$ cat config.mk
export PLATFORM = sky130hd
export DESIGN_NAME = lane_centroid_steering_error
export DESIGN_NICKNAME = d
export VERILOG_FILES = /design/src/rtl/core/lcse_pkg.sv /design/src/rtl/core/lcse_div.sv /design/src/rtl/core/lcse_datapath.sv /design/src/rtl/core/lcse_ctrl.sv /design/src/rtl/core/lane_centroid_steering_error.sv
export SDC_FILE = /design/constraint.sdc
export NUM_CORES = 2
export LEC_CHECK = 0
export BUFFER_PORTS_ARGS = -buffer_cell sky130_fd_sc_hd__buf_2
export CAP_MARGIN = 10
export CORE_MARGIN = 1.5
export CORE_UTILIZATION = 48
export DETAILED_ROUTE_END_ITERATION = 10
export PLACE_DENSITY = 0.61
export SKIP_CTS_REPAIR_TIMING = 1
export SYNTH_ARGS = -nofsm -noshare
export SYNTH_HDL_FRONTEND = slang
export SYNTH_SLANG_ARGS = --single-unit
$ cat constraint.sdc
create_clock -name aclk -period 14.1 [get_ports aclk]
set_clock_uncertainty 0.2 [all_clocks]
set_input_delay 0 -clock aclk [delete_from_list [all_inputs] [get_ports aclk]]
set_output_delay 0 -clock aclk [all_outputs]
set_load 0.02 [all_outputs]
$ cat src/rtl/core/lcse_pkg.sv
// Shared types and constants for the lane centroid steering error block.
// Holds widths, register indexes, controller states and the command and
// status bundles between controller and datapath. No dependencies.
package lcse_pkg;

    // Raster limits
    localparam int MAX_COLUMNS = 1024;
    localparam int MAX_ROWS    = 1024;
    localparam int COL_IDX_W   = $clog2(MAX_COLUMNS);
    localparam int ROW_IDX_W   = $clog2(MAX_ROWS);
    localparam int COL_POS_W   = COL_IDX_W + 1;  // can hold MAX_COLUMNS itself
    localparam int ROW_POS_W   = ROW_IDX_W + 1;

    // Accumulators
    localparam int ROW_SUM_W   = 20;
    localparam int ROW_CNT_W   = 11;
    localparam int CTR_SUM_W   = 28;
    localparam int ROWS_W      = 11;

    // Shared divider: 28 bit dividend, 11 bit divisor, one quotient bit per cycle
    localparam int DIV_W       = 28;
    localparam int DIVISOR_W   = 11;
    localparam int DIV_CNT_W   = $clog2(DIV_W);

    // Payload widths
    localparam int PIXEL_W     = 8;
    localparam int ERR_W       = 20;
    localparam int TURN_W      = 28;
    localparam int SPEED_W     = 16;
    localparam int GAIN_W      = 17;
    localparam int PROD_W      = GAIN_W + ERR_W;

    // Configuration port
    localparam int CFG_ADDR_W  = 3;
    localparam int CFG_DATA_W  = 17;

    localparam logic [CFG_ADDR_W-1:0] REG_WINDOW_TOP    = 3'd0;
    localparam logic [CFG_ADDR_W-1:0] REG_WINDOW_BOTTOM = 3'd1;
    localparam logic [CFG_ADDR_W-1:0] REG_WINDOW_LEFT   = 3'd2;
    localparam logic [CFG_ADDR_W-1:0] REG_WINDOW_RIGHT  = 3'd3;
    localparam logic [CFG_ADDR_W-1:0] REG_IMAGE_CENTER  = 3'd4;
    localparam logic [CFG_ADDR_W-1:0] REG_BIAS_OFFSET   = 3'd5;
    localparam logic [CFG_ADDR_W-1:0] REG_STEER_GAIN    = 3'd6;
    localparam logic [CFG_ADDR_W-1:0] REG_FORWARD_SPEED = 3'd7;

    // Register reset values
    localparam logic [9:0]         RST_WINDOW_TOP    = 10'd320;
    localparam logic [10:0]        RST_WINDOW_BOTTOM = 11'd344;
    localparam logic [9:0]         RST_WINDOW_LEFT   = 10'd0;
    localparam logic [10:0]        RST_WINDOW_RIGHT  = 11'd640;
    localparam logic [9:0]         RST_IMAGE_CENTER  = 10'd320;
    localparam logic [9:0]         RST_BIAS_OFFSET   = 10'd30;
    localparam logic [GAIN_W-1:0]  RST_STEER_GAIN    = -17'sd983;
    localparam logic [SPEED_W-1:0] RST_FORWARD_SPEED = 16'd9830;

    // Controller states, one-hot
    typedef enum logic [8:0] {
        S_IDLE      = 9'b000000001,
        S_ROW_START = 9'b000000010,
        S_ROW_DIV   = 9'b000000100,
        S_ROW_CLOSE = 9'b000001000,
        S_FRM_START = 9'b000010000,
        S_FRM_DIV   = 9'b000100000,
        S_ERR       = 9'b001000000,
        S_MUL       = 9'b010000000,
        S_OUT       = 9'b100000000
    } lcse_state_t;

    // Controller to datapath
    typedef struct packed {
        logic pix_accept;     // accumulate the pixel of this transaction
        logic row_div_start;  // start sum*256 / count
        logic row_close;      // add row center, clear row state
        logic frm_div_start;  // start center_sum / rows
        logic err_calc;       // form the biased, saturated error
        logic mul_calc;       // gain times error
        logic out_load;       // load result register, clear frame state
    } lcse_cmd_t;

    // Datapath to controller
    typedef struct packed {
        logic row_cnt_nz;     // current row had set pixels
        logic rows_nz;        // frame had rows with a line
        logic div_done;       // divider finishes this cycle
        logic out_free;       // result register can take a new result
    } lcse_sts_t;

endpackage

$ cat src/rtl/core/lcse_div.sv
// Restoring divider, one quotient bit per cycle.
// Shared by the row center and frame average divisions. Uses lcse_pkg.
module lcse_div
    import lcse_pkg::*;
(
    input  logic                 aclk,
    input  logic                 aresetn,
    input  logic                 start,
    input  logic [DIV_W-1:0]     dividend,
    input  logic [DIVISOR_W-1:0] divisor,
    output logic                 done,
    output logic [DIV_W-1:0]     quotient
);

    logic                 busy_reg, busy_next;
    logic [DIV_CNT_W-1:0] cnt_reg, cnt_next;
    logic [DIVISOR_W-1:0] rem_reg, rem_next;
    logic [DIVISOR_W-1:0] dvs_reg, dvs_next;
    logic [DIV_W-1:0]     quot_reg, quot_next;

    logic [DIVISOR_W:0]   trial;
    logic [DIVISOR_W+1:0] diff;
    logic                 ge;

    // One shift-subtract step
    always_comb begin
        trial = {rem_reg, quot_reg[DIV_W-1]};
        diff  = {1'b0, trial} - {2'b00, dvs_reg};
        ge    = !diff[DIVISOR_W+1];
    end

    assign done     = busy_reg && (cnt_reg == DIV_CNT_W'(DIV_W - 1));
    assign quotient = quot_reg;

    always_comb begin
        busy_next = busy_reg;
        cnt_next  = cnt_reg;
        rem_next  = rem_reg;
        dvs_next  = dvs_reg;
        quot_next = quot_reg;
        if (start) begin
            busy_next = 1'b1;
            cnt_next  = '0;
            rem_next  = '0;
            dvs_next  = divisor;
            quot_next = dividend;
        end else if (busy_reg) begin
            rem_next  = ge ? diff[DIVISOR_W-1:0] : trial[DIVISOR_W-1:0];
            quot_next = {quot_reg[DIV_W-2:0], ge};
            cnt_next  = cnt_reg + 1'b1;
            if (done) begin
                busy_next = 1'b0;
            end
        end
    end

    always_ff @(posedge aclk) begin
        if (!aresetn) begin
            busy_reg <= 1'b0;
            cnt_reg  <= '0;
        end else begin
            busy_reg <= busy_next;
            cnt_reg  <= cnt_next;
        end
    end

    // Operands and partial results
    always_ff @(posedge aclk) begin
        rem_reg  <= rem_next;
        dvs_reg  <= dvs_next;
        quot_reg <= quot_next;
    end

endmodule

$ cat src/rtl/core/lcse_datapath.sv
// Datapath: configuration registers, row and frame accumulators, shared
// divider, error and turn arithmetic, result register. Uses lcse_pkg, lcse_div.
module lcse_datapath
    import lcse_pkg::*;
(
    input  logic                  aclk,
    input  logic                  aresetn,
    // configuration
    input  logic                  cfg_we,
    input  logic [CFG_ADDR_W-1:0] cfg_addr,
    input  logic [CFG_DATA_W-1:0] cfg_wdata,
    // pixel payload
    input  logic [PIXEL_W-1:0]    pixel,
    // controller
    input  lcse_cmd_t             cmd,
    output lcse_sts_t             sts,
    // result
    input  logic                  out_ready,
    output logic                  out_valid,
    output logic [ERR_W-1:0]      out_err,
    output logic [TURN_W-1:0]     out_turn,
    output logic [SPEED_W-1:0]    out_speed,
    output logic                  out_no_line
);

    // Configuration registers
    logic [9:0]         win_top_reg;
    logic [10:0]        win_bottom_reg;
    logic [9:0]         win_left_reg;
    logic [10:0]        win_right_reg;
    logic [9:0]         img_center_reg;
    logic [9:0]         bias_reg;
    logic [GAIN_W-1:0]  gain_reg;
    logic [SPEED_W-1:0] speed_reg;

    always_ff @(posedge aclk) begin
        if (!aresetn) begin
            win_top_reg    <= RST_WINDOW_TOP;
            win_bottom_reg <= RST_WINDOW_BOTTOM;
            win_left_reg   <= RST_WINDOW_LEFT;
            win_right_reg  <= RST_WINDOW_RIGHT;
            img_center_reg <= RST_IMAGE_CENTER;
            bias_reg       <= RST_BIAS_OFFSET;
            gain_reg       <= RST_STEER_GAIN;
            speed_reg      <= RST_FORWARD_SPEED;
        end else if (cfg_we) begin
            case (cfg_addr)
                REG_WINDOW_TOP:    win_top_reg    <= cfg_wdata[9:0];
                REG_WINDOW_BOTTOM: win_bottom_reg <= cfg_wdata[10:0];
                REG_WINDOW_LEFT:   win_left_reg   <= cfg_wdata[9:0];
                REG_WINDOW_RIGHT:  win_right_reg  <= cfg_wdata[10:0];
                REG_IMAGE_CENTER:  img_center_reg <= cfg_wdata[9:0];
                REG_BIAS_OFFSET:   bias_reg       <= cfg_wdata[9:0];
                REG_STEER_GAIN:    gain_reg       <= cfg_wdata[GAIN_W-1:0];
                REG_FORWARD_SPEED: speed_reg      <= cfg_wdata[SPEED_W-1:0];
                default: ;
            endcase
        end
    end

    // Frame state
    logic [COL_POS_W-1:0] col_reg, col_next;
    logic [ROW_POS_W-1:0] row_reg, row_next;
    logic [ROW_SUM_W-1:0] rsum_reg, rsum_next;
    logic [ROW_CNT_W-1:0] rcnt_reg, rcnt_next;
    logic [CTR_SUM_W-1:0] csum_reg, csum_next;
    logic [ROWS_W-1:0]    rows_reg, rows_next;

    logic                 col_in, row_in, hit;
    logic [COL_IDX_W-1:0] rel_col;

    // Shared divider
    logic                 div_start, div_done;
    logic [DIV_W-1:0]     div_dividend, div_quot;
    logic [DIVISOR_W-1:0] div_divisor;

    assign div_start    = cmd.row_div_start || cmd.frm_div_start;
    assign div_dividend = cmd.row_div_start ? {rsum_reg, 8'h00} : csum_reg;
    assign div_divisor  = cmd.row_div_start ? rcnt_reg : rows_reg;

    lcse_div u_div (
        .aclk     (aclk),
        .aresetn  (aresetn),
        .start    (div_start),
        .dividend (div_dividend),
        .divisor  (div_divisor),
        .done     (div_done),
        .quotient (div_quot)
    );

    // Window test for the current pixel position
    always_comb begin
        col_in  = (col_reg < COL_POS_W'(MAX_COLUMNS)) &&
                  (col_reg >= {1'b0, win_left_reg}) &&
                  (col_reg < win_right_reg);
        row_in  = (row_reg < ROW_POS_W'(MAX_ROWS)) &&
                  (row_reg >= {1'b0, win_top_reg}) &&
                  (row_reg < win_bottom_reg);
        hit     = col_in && row_in && (pixel != '0);
        rel_col = col_reg[COL_IDX_W-1:0] - win_left_reg;
    end

    // Accumulator updates
    always_comb begin
        col_next  = col_reg;
        row_next  = row_reg;
        rsum_next = rsum_reg;
        rcnt_next = rcnt_reg;
        csum_next = csum_reg;
        rows_next = rows_reg;
        if (cmd.out_load) begin
            col_next  = '0;
            row_next  = '0;
            rsum_next = '0;
            rcnt_next = '0;
            csum_next = '0;
            rows_next = '0;
        end else if (cmd.row_close) begin
            if (rcnt_reg != '0) begin
                csum_next = csum_reg + div_quot;
                rows_next = rows_reg + 1'b1;
            end
            rsum_next = '0;
            rcnt_next = '0;
            col_next  = '0;
            if (row_reg < ROW_POS_W'(MAX_ROWS)) begin
                row_next = row_reg + 1'b1;
            end
        end else if (cmd.pix_accept) begin
            if (hit) begin
                rsum_next = rsum_reg + ROW_SUM_W'(rel_col);
                rcnt_next = rcnt_reg + 1'b1;
            end
            if (col_reg < COL_POS_W'(MAX_COLUMNS)) begin
                col_next = col_reg + 1'b1;
            end
        end
    end

    always_ff @(posedge aclk) begin
        if (!aresetn) begin
            col_reg  <= '0;
            row_reg  <= '0;
            rsum_reg <= '0;
            rcnt_reg <= '0;
            csum_reg <= '0;
            rows_reg <= '0;
        end else begin
            col_reg  <= col_next;
            row_reg  <= row_next;
            rsum_reg <= rsum_next;
            rcnt_reg <= rcnt_next;
            csum_reg <= csum_next;
            rows_reg <= rows_next;
        end
    end

    // Error: average - center, bias pulled toward zero, saturated
    // (the average is below 2^18, so 19 quotient bits are enough)
    logic signed [21:0]      avg_s, ctr_s, bias_s, e0, e1;
    logic signed [ERR_W-1:0] err_sat, err_reg;

    always_comb begin
        avg_s  = signed'({3'b000, div_quot[18:0]});
        ctr_s  = signed'({4'b0000, img_center_reg, 8'h00});
        bias_s = signed'({4'b0000, bias_reg, 8'h00});
        e0     = avg_s - ctr_s;
        e1     = e0[21] ? (e0 + bias_s) : (e0 - bias_s);
        if ((e1[21:ERR_W-1] == '0) || (e1[21:ERR_W-1] == '1)) begin
            err_sat = e1[ERR_W-1:0];
        end else begin
            err_sat = e1[21] ? {1'b1, {(ERR_W-1){1'b0}}} : {1'b0, {(ERR_W-1){1'b1}}};
        end
    end

    always_ff @(posedge aclk) begin
        if (cmd.err_calc) begin
            err_reg <= rows_reg != '0 ? err_sat : '0;
        end
    end

    // Gain times error
    logic signed [PROD_W-1:0] prod_reg;
    logic signed [GAIN_W-1:0] gain_s;

    assign gain_s = signed'(gain_reg);

    always_ff @(posedge aclk) begin
        if (cmd.mul_calc) begin
            prod_reg <= PROD_W'(gain_s) * PROD_W'(err_reg);
        end
    end

    // Turn rate: floor(-product / 256), saturated
    logic signed [PROD_W:0]        neg_prod;
    logic        [PROD_W-8:0]      shr;
    logic        [TURN_W-1:0]      turn_sat;

    always_comb begin
        neg_prod = -{prod_reg[PROD_W-1], prod_reg};
        shr      = neg_prod[PROD_W:8];
        if ((shr[PROD_W-8:TURN_W-1] == '0) || (shr[PROD_W-8:TURN_W-1] == '1)) begin
            turn_sat = shr[TURN_W-1:0];
        end else begin
            turn_sat = shr[PROD_W-8] ? {1'b1, {(TURN_W-1){1'b0}}}
                                     : {1'b0, {(TURN_W-1){1'b1}}};
        end
    end

    // Result register
    logic                 out_valid_reg;
    logic [ERR_W-1:0]     out_err_reg;
    logic [TURN_W-1:0]    out_turn_reg;
    logic [SPEED_W-1:0]   out_speed_reg;
    logic                 out_no_line_reg;

    always_ff @(posedge aclk) begin
        if (!aresetn) begin
            out_valid_reg <= 1'b0;
        end else if (cmd.out_load) begin
            out_valid_reg <= 1'b1;
        end else if (out_ready) begin
            out_valid_reg <= 1'b0;
        end
    end

    always_ff @(posedge aclk) begin
        if (cmd.out_load) begin
            out_err_reg     <= err_reg;
            out_turn_reg    <= turn_sat;
            out_speed_reg   <= speed_reg;
            out_no_line_reg <= (rows_reg == '0);
        end
    end

    assign out_valid   = out_valid_reg;
    assign out_err     = out_err_reg;
    assign out_turn    = out_turn_reg;
    assign out_speed   = out_speed_reg;
    assign out_no_line = out_no_line_reg;

    // Status to controller
    always_comb begin
        sts.row_cnt_nz = (rcnt_reg != '0);
        sts.rows_nz    = (rows_reg != '0);
        sts.div_done   = div_done;
        sts.out_free   = !out_valid_reg || out_ready;
    end

`ifndef NO_ASSERTIONS
    // Divider never started with a zero divisor
    a_div_nonzero: assert property (@(posedge aclk) disable iff (!aresetn)
        div_start |-> (div_divisor != '0))
        else $error("divider started with zero divisor");

    // A no-line result carries zero error and zero turn
    a_no_line_zero: assert property (@(posedge aclk) disable iff (!aresetn)
        (out_valid_reg && out_no_line_reg) |-> (out_err_reg == '0 && out_turn_reg == '0))
        else $error("no-line result with nonzero error or turn");

    // Pixel count of a row cannot exceed the columns seen
    a_cnt_le_col: assert property (@(posedge aclk) disable iff (!aresetn)
        rcnt_reg <= col_reg)
        else $error("row pixel count exceeds column position");
`endif

endmodule

$ cat src/rtl/core/lcse_ctrl.sv
// Controller state machine: pixel acceptance, row close, frame finish and
// result hand-off. Drives the datapath by command bundle. Uses lcse_pkg.
module lcse_ctrl
    import lcse_pkg::*;
(
    input  logic      aclk,
    input  logic      aresetn,
    input  logic      in_valid,
    input  logic      in_last,
    input  logic      in_frame,
    output logic      in_ready,
    input  lcse_sts_t sts,
    output lcse_cmd_t cmd
);

    lcse_state_t state_reg, state_next;
    logic        frame_reg, frame_next;
    logic        in_accept;

    assign in_ready  = (state_reg == S_IDLE);
    assign in_accept = in_ready && in_valid;

    // Next state and commands
    always_comb begin
        state_next = state_reg;
        frame_next = frame_reg;
        cmd        = '0;
        case (state_reg)
            S_IDLE: begin
                cmd.pix_accept = in_accept;
                if (in_accept) begin
                    frame_next = in_frame;
                    if (in_last || in_frame) begin
                        state_next = S_ROW_START;
                    end
                end
            end
            S_ROW_START: begin
                cmd.row_div_start = sts.row_cnt_nz;
                state_next = sts.row_cnt_nz ? S_ROW_DIV : S_ROW_CLOSE;
            end
            S_ROW_DIV: begin
                if (sts.div_done) begin
                    state_next = S_ROW_CLOSE;
                end
            end
            S_ROW_CLOSE: begin
                cmd.row_close = 1'b1;
                state_next = frame_reg ? S_FRM_START : S_IDLE;
            end
            S_FRM_START: begin
                cmd.frm_div_start = sts.rows_nz;
                state_next = sts.rows_nz ? S_FRM_DIV : S_ERR;
            end
            S_FRM_DIV: begin
                if (sts.div_done) begin
                    state_next = S_ERR;
                end
            end
            S_ERR: begin
                cmd.err_calc = 1'b1;
                state_next = S_MUL;
            end
            S_MUL: begin
                cmd.mul_calc = 1'b1;
                state_next = S_OUT;
            end
            S_OUT: begin
                cmd.out_load = sts.out_free;
                if (sts.out_free) begin
                    state_next = S_IDLE;
                end
            end
            default: begin
                state_next = S_IDLE;
            end
        endcase
    end

    always_ff @(posedge aclk) begin
        if (!aresetn) begin
            state_reg <= S_IDLE;
            frame_reg <= 1'b0;
        end else begin
            state_reg <= state_next;
            frame_reg <= frame_next;
        end
    end

`ifndef NO_ASSERTIONS
    // A row or frame end transaction always leads to the row close path
    a_row_end: assert property (@(posedge aclk) disable iff (!aresetn)
        (in_accept && (in_last || in_frame)) |=> (state_reg == S_ROW_START))
        else $error("row end not followed by row start");

    // Divider completion only seen while waiting on it
    a_div_state: assert property (@(posedge aclk) disable iff (!aresetn)
        sts.div_done |-> (state_reg == S_ROW_DIV || state_reg == S_FRM_DIV))
        else $error("divider done outside a divide state");

    // Result hand-off returns to pixel acceptance
    a_out_idle: assert property (@(posedge aclk) disable iff (!aresetn)
        (state_reg == S_OUT && sts.out_free) |=> (state_reg == S_IDLE))
        else $error("result loaded but controller not idle");
`endif

endmodule

$ cat src/rtl/core/lane_centroid_steering_error.sv
// Lane centroid steering error, top level.
// Instantiates lcse_ctrl and lcse_datapath; uses lcse_pkg.
//
// Usage:
//   The input stream carries a binary mask frame in raster order, one pixel
//   per transaction: tdata is the pixel (nonzero = set), tlast marks the last
//   pixel of a row, tuser marks the last pixel of the frame (which also ends
//   the row). One result transaction leaves per frame, after the frame-end
//   pixel: center error, turn rate and forward speed in tdata, no-line in tuser.
//   Configuration is written through cfg_we/cfg_addr/cfg_wdata between frames.
//
// Throughput and stalls:
//   Ordinary pixels take one cycle each. After a row-end pixel, s_axis_tready
//   stays low while the row closes, and longer when the row had set pixels:
//   the row center then uses the shared bit-serial divider. After the
//   frame-end pixel the result takes no divider pass without any line, one or
//   two otherwise, then the error, multiply and saturation steps.
//
// Reset and stall:
//   aresetn (synchronous, active low) clears the accumulators, the controller
//   and the result valid, and loads the register defaults. A waiting result
//   holds the block only at the next frame end; pixels keep flowing until then.
module lane_centroid_steering_error
    import lcse_pkg::*;
(
    input  logic                  aclk,
    input  logic                  aresetn,
    // configuration write port
    input  logic                  cfg_we,
    input  logic [CFG_ADDR_W-1:0] cfg_addr,
    input  logic [CFG_DATA_W-1:0] cfg_wdata,
    // pixel stream
    input  logic                  s_axis_tvalid,
    output logic                  s_axis_tready,
    input  logic [7:0]            s_axis_tdata,   // [7:0] pixel
    input  logic                  s_axis_tlast,   // row_end
    input  logic                  s_axis_tuser,   // [0] frame_end
    // result stream
    output logic                  m_axis_tvalid,
    input  logic                  m_axis_tready,
    output logic [63:0]           m_axis_tdata,   // [19:0] center_error, [47:20] turn_rate,
                                                  // [63:48] speed_out
    output logic                  m_axis_tuser    // [0] no_line
);

    lcse_cmd_t          cmd;
    lcse_sts_t          sts;
    logic [ERR_W-1:0]   out_err;
    logic [TURN_W-1:0]  out_turn;
    logic [SPEED_W-1:0] out_speed;

    lcse_ctrl u_ctrl (
        .aclk     (aclk),
        .aresetn  (aresetn),
        .in_valid (s_axis_tvalid),
        .in_last  (s_axis_tlast),
        .in_frame (s_axis_tuser),
        .in_ready (s_axis_tready),
        .sts      (sts),
        .cmd      (cmd)
    );

    lcse_datapath u_dp (
        .aclk        (aclk),
        .aresetn     (aresetn),
        .cfg_we      (cfg_we),
        .cfg_addr    (cfg_addr),
        .cfg_wdata   (cfg_wdata),
        .pixel       (s_axis_tdata),
        .cmd         (cmd),
        .sts         (sts),
        .out_ready   (m_axis_tready),
        .out_valid   (m_axis_tvalid),
        .out_err     (out_err),
        .out_turn    (out_turn),
        .out_speed   (out_speed),
        .out_no_line (m_axis_tuser)
    );

    // Pack result fields, lowest field first
    assign m_axis_tdata = {out_speed, out_turn, out_err};

endmodule

; Yosys cells after proc, flatten, opt, wreduce, memory -nomap -nowiden
; Index checks and enable logic that the tools add are counted.
[op_classes]
n_addsub = 13
mul = 1
order_cmp = 6
n_eq_ne = 24
n_mux = 31
bitwise_logic = 1
n_reduce_logical = 41
[ops]
columns = cell, n
row1 = $mux W28, 5
row2 = $pmux W9 S9, 1
row3 = $mux W9, 5
row4 = $add A11 B1 Y11 const B, 4
row5 = $mux W20, 2
row6 = $neg A38 Y38, 1
row7 = $mul A17 B20 Y37, 1
row8 = $add A28 B28 Y28, 1
row9 = $reduce_and A2 Y1, 13
row10 = $add A22 B19 Y22, 1
row11 = $ge A11 B10 Y1, 2
row12 = $lt A11 B11 Y1, 2
row13 = $lt A11 B11 Y1 const B, 2
row14 = $mux W11, 2
row15 = $mux W22, 1
row16 = $reduce_bool A11 Y1, 2
row17 = $sub A22 B19 Y22, 1
row18 = $add A20 B10 Y20, 1
row19 = $sub A19 B18 Y20, 1
row20 = $eq A3 B3 Y1 const B, 6
row21 = $sub A12 B11 Y13, 1
row22 = $mux W1, 12
row23 = $logic_not A11 Y1, 1
row24 = $sub A10 B10 Y10, 1
row25 = 28 further kinds, 48
[word_totals]
register_bits = 376
inputBits = 35
output_inout_bits = 67
elab_cells = 145

; Depth between registers and ports, before layout
[logic_depth]
depth_word = 6
ltp_mapped = 25
ltp_nobuf = 24

; Cells and area by module
; Synthesis repeated with hierarchy kept, for this count alone.
[unflattened]
cells_unflattened = 3450
hier_area_um2 = 32408.6
[by_module_without_submodules]
columns = mod, instances, cells_per_inst, area_per_inst_um2, seq_area_each_um2
row1 = lcse_datapath, 1, 3130, 28825.1, 7427.1
row2 = lcse_div, 1, 240, 2887.8, 1511.4
row3 = lcse_ctrl, 1, 80, 695.7, 200.2

; Least setup slack after synthesis
; Ideal clock, no wire load.
[synth_path]
path_kind = register -> register
from = register u_dp.gain_reg[16]
to = register u_dp.prod_reg[36], data pin
t_arrival_ns = 6.326
t_required_ns = 13.641
setup_slack_ns = 7.315
path_stages_with_launch = 21
path_buffers = 1
path_cell_list = dfxtp_1 > inv_1 > clkbuf_1 > nor2_1 > fa_1 > fa_1 > fa_1 > fa_1 > fa_1 > inv_1 > fa_1 > inv_1 > ha_1 > a2111oi_0 > o221ai_1 > o22ai_1 > o21ai_0 > a311o_1 > a21oi_1 > o21ai_0 > a211o_1
[synth_between]
elab_chain_len = 1
[synth_rtl]
columns = item, line
row1 = start: declaration, lcse_datapath.sv:33  ; logic [GAIN_W-1:0] gain_reg;
row2 = start signal: assignment, lcse_datapath.sv:54  ; REG_STEER_GAIN: gain_reg <= cfg_wdata[GAIN_W-1:0];
row3 = $mul A17 B20 Y37, lcse_datapath.sv:190  ; prod_reg <= PROD_W'(gain_s) * PROD_W'(err_reg);
row4 = end signal: assignment, lcse_datapath.sv:190
row5 = end: declaration, lcse_datapath.sv:183  ; logic signed [PROD_W-1:0] prod_reg;
; Every way passes these cells.
; A chain may end at the register's enable or synchronous reset.

; Final worst setup path
[layout_path]
from = register u_dp.gain_reg[2]
to = register u_dp.prod_reg[35], data pin
; The elaborated chain is that of the path after synthesis.

==> results_tabular.tex <==
\begin{tabular}{lr}
\hline
Metric & Value \\
\hline
\multicolumn{2}{l}{\textbf{Status}} \\
\quad Status & finished with violations \\
\quad Violated checks & negative hold slack \\
\multicolumn{2}{l}{\textbf{Routing}} \\
\quad Number of vias per cell & 5.324 \\
\quad Via total after detailed routing & 23490 \\
\quad Violation count after the first detailed-routing iteration & 1197 \\
\quad Antenna-violating nets left & 0 \\
\quad Final Routed Wirelength & 76050 um \\
\quad Detailed-route DRC error count & 0 \\
\quad Detailed-router iteration count before antenna repair & 5 \\
\quad DR WL/cell & 17.23 um \\
\multicolumn{2}{l}{\textbf{Hold path}} \\
\quad Origin of the worst min-delay path & cfg\_wdata[13] \\
\quad Hold Crit Endpoint & u\_dp.gain\_reg[13] \\
\quad Hold/Removal Path Class & input pin to register \\
\quad Cell depth of the worst hold path & 4 \\
\multicolumn{2}{l}{\textbf{Placed design}} \\
\quad Placer congestion estimate & 0.8998 \\
\quad Worst setup slack before clock tree synthesis & 6.464 ns \\
\quad DP Wirelength & 57510 um \\
\quad Port buffer count & 101 \\
\quad Number of placed cells counting well taps & 4297 \\
\multicolumn{2}{l}{\textbf{Floorplanning}} \\
\quad Count of pins on the block boundary & 102 \\
\quad Horizontal die dimension & 260.3 um \\
\quad Initial cell density of the core & 48.41\% \\
\quad Total core area & 65630 sq um \\
\quad Area of the die & 67740 sq um \\
\quad Num rows & 94 \\
\quad Chip height & 260.3 um \\
\multicolumn{2}{l}{\textbf{Logic synthesis}} \\
\quad Flip-flop cell with the highest count after synthesis & dfxtp\_1 \\
\quad Synth area leader & fa\_1 \\
\quad Top-area cell type share of the netlist area & 21.87\% \\
\quad Yosys warns & 0 \\
\quad Count of flip-flops with a built-in enable after synthesis & 161 \\
\quad Part of the Yosys area used for sequential elements & 28.76\% \\
\quad Summed instance area of the synthesized netlist & 31770 sq um \\
\quad Post-synthesis area per instance & 9.212 sq um \\
\quad Ys async rst share & 0\% \\
\quad Top area cells in the synthesized netlist & fa\_1, edfxtp\_1, dfxtp\_1, ha\_1, nand2\_1 \\
\quad Instance count of the mapped netlist & 3449 \\
\quad Net count after synthesis & 4039 \\
\quad Flip-flop and latch count after synthesis & 376 \\
\quad Distinct cells, synth & 87 \\
\multicolumn{2}{l}{\textbf{Timing}} \\
\quad Unrepaired setup endpoints after global routing & no \\
\quad Minimum clock period after layout & 7.613 ns \\
\quad Achievable frequency & 0.1314 GHz \\
\quad Summed negative setup slack over all endpoints & 0 ns \\
\quad Smallest hold slack & -0.0004693 ns \\
\quad Slew Limit Headroom & 22.49\% \\
\quad Final count of negative-setup-slack endpoints & 0 \\
\quad Hold Violations, Final & 1 \\
\quad PnR worst setup slack & 6.487 ns \\
\quad Slew of the pin with the lowest slew margin & 1.158 ns \\
\quad Final clock period utilization by the worst path & 53.99\% \\
\quad Max-slew violation count & 0 \\
\multicolumn{2}{l}{\textbf{Global routing}} \\
\quad Grt ovf & 0 \\
\quad Largest net degree at the start of global routing & 108 \\
\quad Vias in the first global route & 24340 \\
\quad Wire length of the first global-routing pass & 124200 um \\
\quad Antenna violations before repair & 1 \\
\quad Total global routing track utilization & 22.78\% \\
\multicolumn{2}{l}{\textbf{Critical path}} \\
\quad Type of the setup path with the least slack & register to register \\
\quad Cell type group with the largest total delay on the critical path & adder cells \\
\quad Cell repeated most along the worst path & fa\_1 \\
\quad Worst Setup End Kind & register \\
\quad R2r worst-path depth & 22 \\
\quad Cells along the critical path & nand2\_1 > inv\_1 > fa\_1 > inv\_1 > fa\_1 > inv\_1 > fa\_1 > fa\_1 > fa\_1 > inv\_1 > fa\_1 > inv\_1 > ha\_1 > a21o\_1 > a21o\_1 > a21oi\_1 > o21ai\_0 > a21oi\_1 > nor3\_1 > a2111oi\_0 > a22oi\_1 > xor2\_1 \\
\quad Maximum cell stage delay along the critical path & 0.93 ns \\
\quad Crit path buffers/inverters & 5 \\
\quad Register-to-register setup slack & 6.49 ns \\
\quad Maximum net fanout on the critical path & 21 \\
\quad Slowest cell on crit path & dfxtp\_1 \\
\quad Critical Path RT & 14.24 ns \\
\quad R2R Path End & u\_dp.prod\_reg[35] \\
\quad Worst Path Arrival & 7.75 ns \\
\quad Critical Path Start Type & register \\
\quad Source of the worst register-to-register timing path & u\_dp.gain\_reg[2] \\
\multicolumn{2}{l}{\textbf{Cells and area}} \\
\quad Share of cells above drive strength 1 & 6.396\% \\
\quad Final antenna diode count & 0 \\
\quad Total area of sequential cells & 9139 sq um \\
\quad Synth-to-layout area growth & 9.326\% \\
\quad Fin cells & 4413 \\
\quad Largest register FFs & 37 \\
\quad Filler Cells Inserted & 5988 \\
\quad Multi-input gate area in the final layout & 20200 sq um \\
\quad Post-layout nets & 4104 \\
\multicolumn{2}{l}{\textbf{CTS}} \\
\quad Clock Pin Slew Worst Setup and Hold Paths & 0.07 ns \\
\quad CTS root buf & clkbuf\_16 \\
\quad Clock sink count & 376 \\
\quad Clock latency reported for the late side of the worst-skew pair & 0.59 ns \\
\quad Htree depth & 2 \\
\quad Clk buf depth & 3 \\
\quad Number of buffers created by CTS & 44 \\
\quad TritonCTS clock tree & built \\
\multicolumn{2}{l}{\textbf{Power and ir drop}} \\
\quad IR Drop Worst-Case VDD & 0.1764 mV \\
\quad Power per standard cell area & 194.3 nW/um\^{}2 \\
\quad Static Leakage & 15.28 nW \\
\multicolumn{2}{l}{\textbf{Job}} \\
\quad Max-cap violation count & 0 \\
\hline
\end{tabular}
Yosys cell counts (all sizes together) (47+ instances only):
library cell / instances
a21boi: 77
a21o: 47
a21oi: 141
and2: 169
clkbuf: 119
dfxtp: 215
edfxtp: 161
fa: 347
ha: 208
inv: 510
nand2: 528
nand3: 58
nor2: 158
o21ai: 125
xnor2: 91
xor2: 61
cell families (layout without fill, tap and decap cells):
| kind of cell | count (synthesis) | in the layout | synth area share [%] |
|---|---|---|---|
| simple gates | 1129 | 1129 | 16.90 |
| buf+inv | 645 | 745 | 7.739 |
| flops | 376 | 376 | 28.76 |
| compound gates | 575 | 575 | 11.78 |
| fa+ha+maj | 556 | 556 | 30.09 |
| xor+xnor | 152 | 152 | 4.190 |
| mux | 16 | 16 | 0.5356 |
worst max-delay path by stage:
stage / from / endpoint / depth (start not counted)
after CTS: u_dp.gain_reg[2] / u_dp.prod_reg[35] / 22
after detailed placement: u_dp.gain_reg[2] / u_dp.prod_reg[35] / 22
after global placement: u_dp.gain_reg[2] / u_dp.prod_reg[35] / 22
after global routing: u_dp.gain_reg[2] / u_dp.prod_reg[35] / 22
final: u_dp.gain_reg[2] / u_dp.prod_reg[35] / 22
after floorplan: u_dp.gain_reg[16] / u_dp.prod_reg[36] / 20
per-layer routing:
layer / global-route usage [%] / share of wire, % / vias to the layer above
met2: 39.66 / 48 / 456
li1: - / - / 11380
met3: 2.720 / 4.2 / 126
met4: 7.482 / 3.0 / 0
met1: 29.44 / 44 / 11540
met5: 0 / 0 / -
where the power goes:
part | switching, W | internal, W
Clock | 0.000484 | 0.000637
Sequential | 0.0000211 | 0.00140
Combinational | 0.00234 | 0.00187
Total | 0.00284 | 0.00391
worst reg2reg max path: cells and delay by family (launching register included):
| family | cells | cell delay, ns |
|---|---|---|
| adders and majority gates | 7 | 3.24 |
| AOI/OAI and AO/OA | 7 | 1.85 |
| DFF | 1 | 0.93 |
| buffers and inverters | 5 | 0.61 |
| and+or+nand+nor | 2 | 0.34 |
| xor gates and xnor gates | 1 | 0.17 |
placed cells by master, fill, tap and decap left out, drive strengths merged, types with 119 or more instances in the layout:
| master | n |
|---|---|
| o21ai | 125 |
| a21oi | 141 |
| and2 | 169 |
| nand2 | 528 |
| dfxtp | 215 |
| edfxtp | 161 |
| buf | 119 |
| nor2 | 158 |
| inv | 512 |
| fa | 347 |
| ha | 208 |
through the flow:
stage	util [%]	instance area, sq um	hold slack (ns)	total power [W]
final	52.92	34730	-0.0004693	0.006749
after global routing	52.92	34730	0.01758	0.007448
after CTS	52.39	34390	-0.5852	0.006816
after detailed placement	50.25	32980	0.05014	0.005664
after global placement	50.25	32980	0.04789	0.005598
after floorplan	-	31770	-0.07603	0.004857
layout make-up:
class,count,share of cell area (%)
Clock buffer,60,3.552
Clock inverter,21,0.4971
Inverter,510,5.512
Multi-Input combinational cell,2428,58.17
Sequential cell,376,26.31
Tap cell,864,3.112
Timing Repair Buffer,154,2.846
No activity file was read; power rests on OpenSTA's default activity.
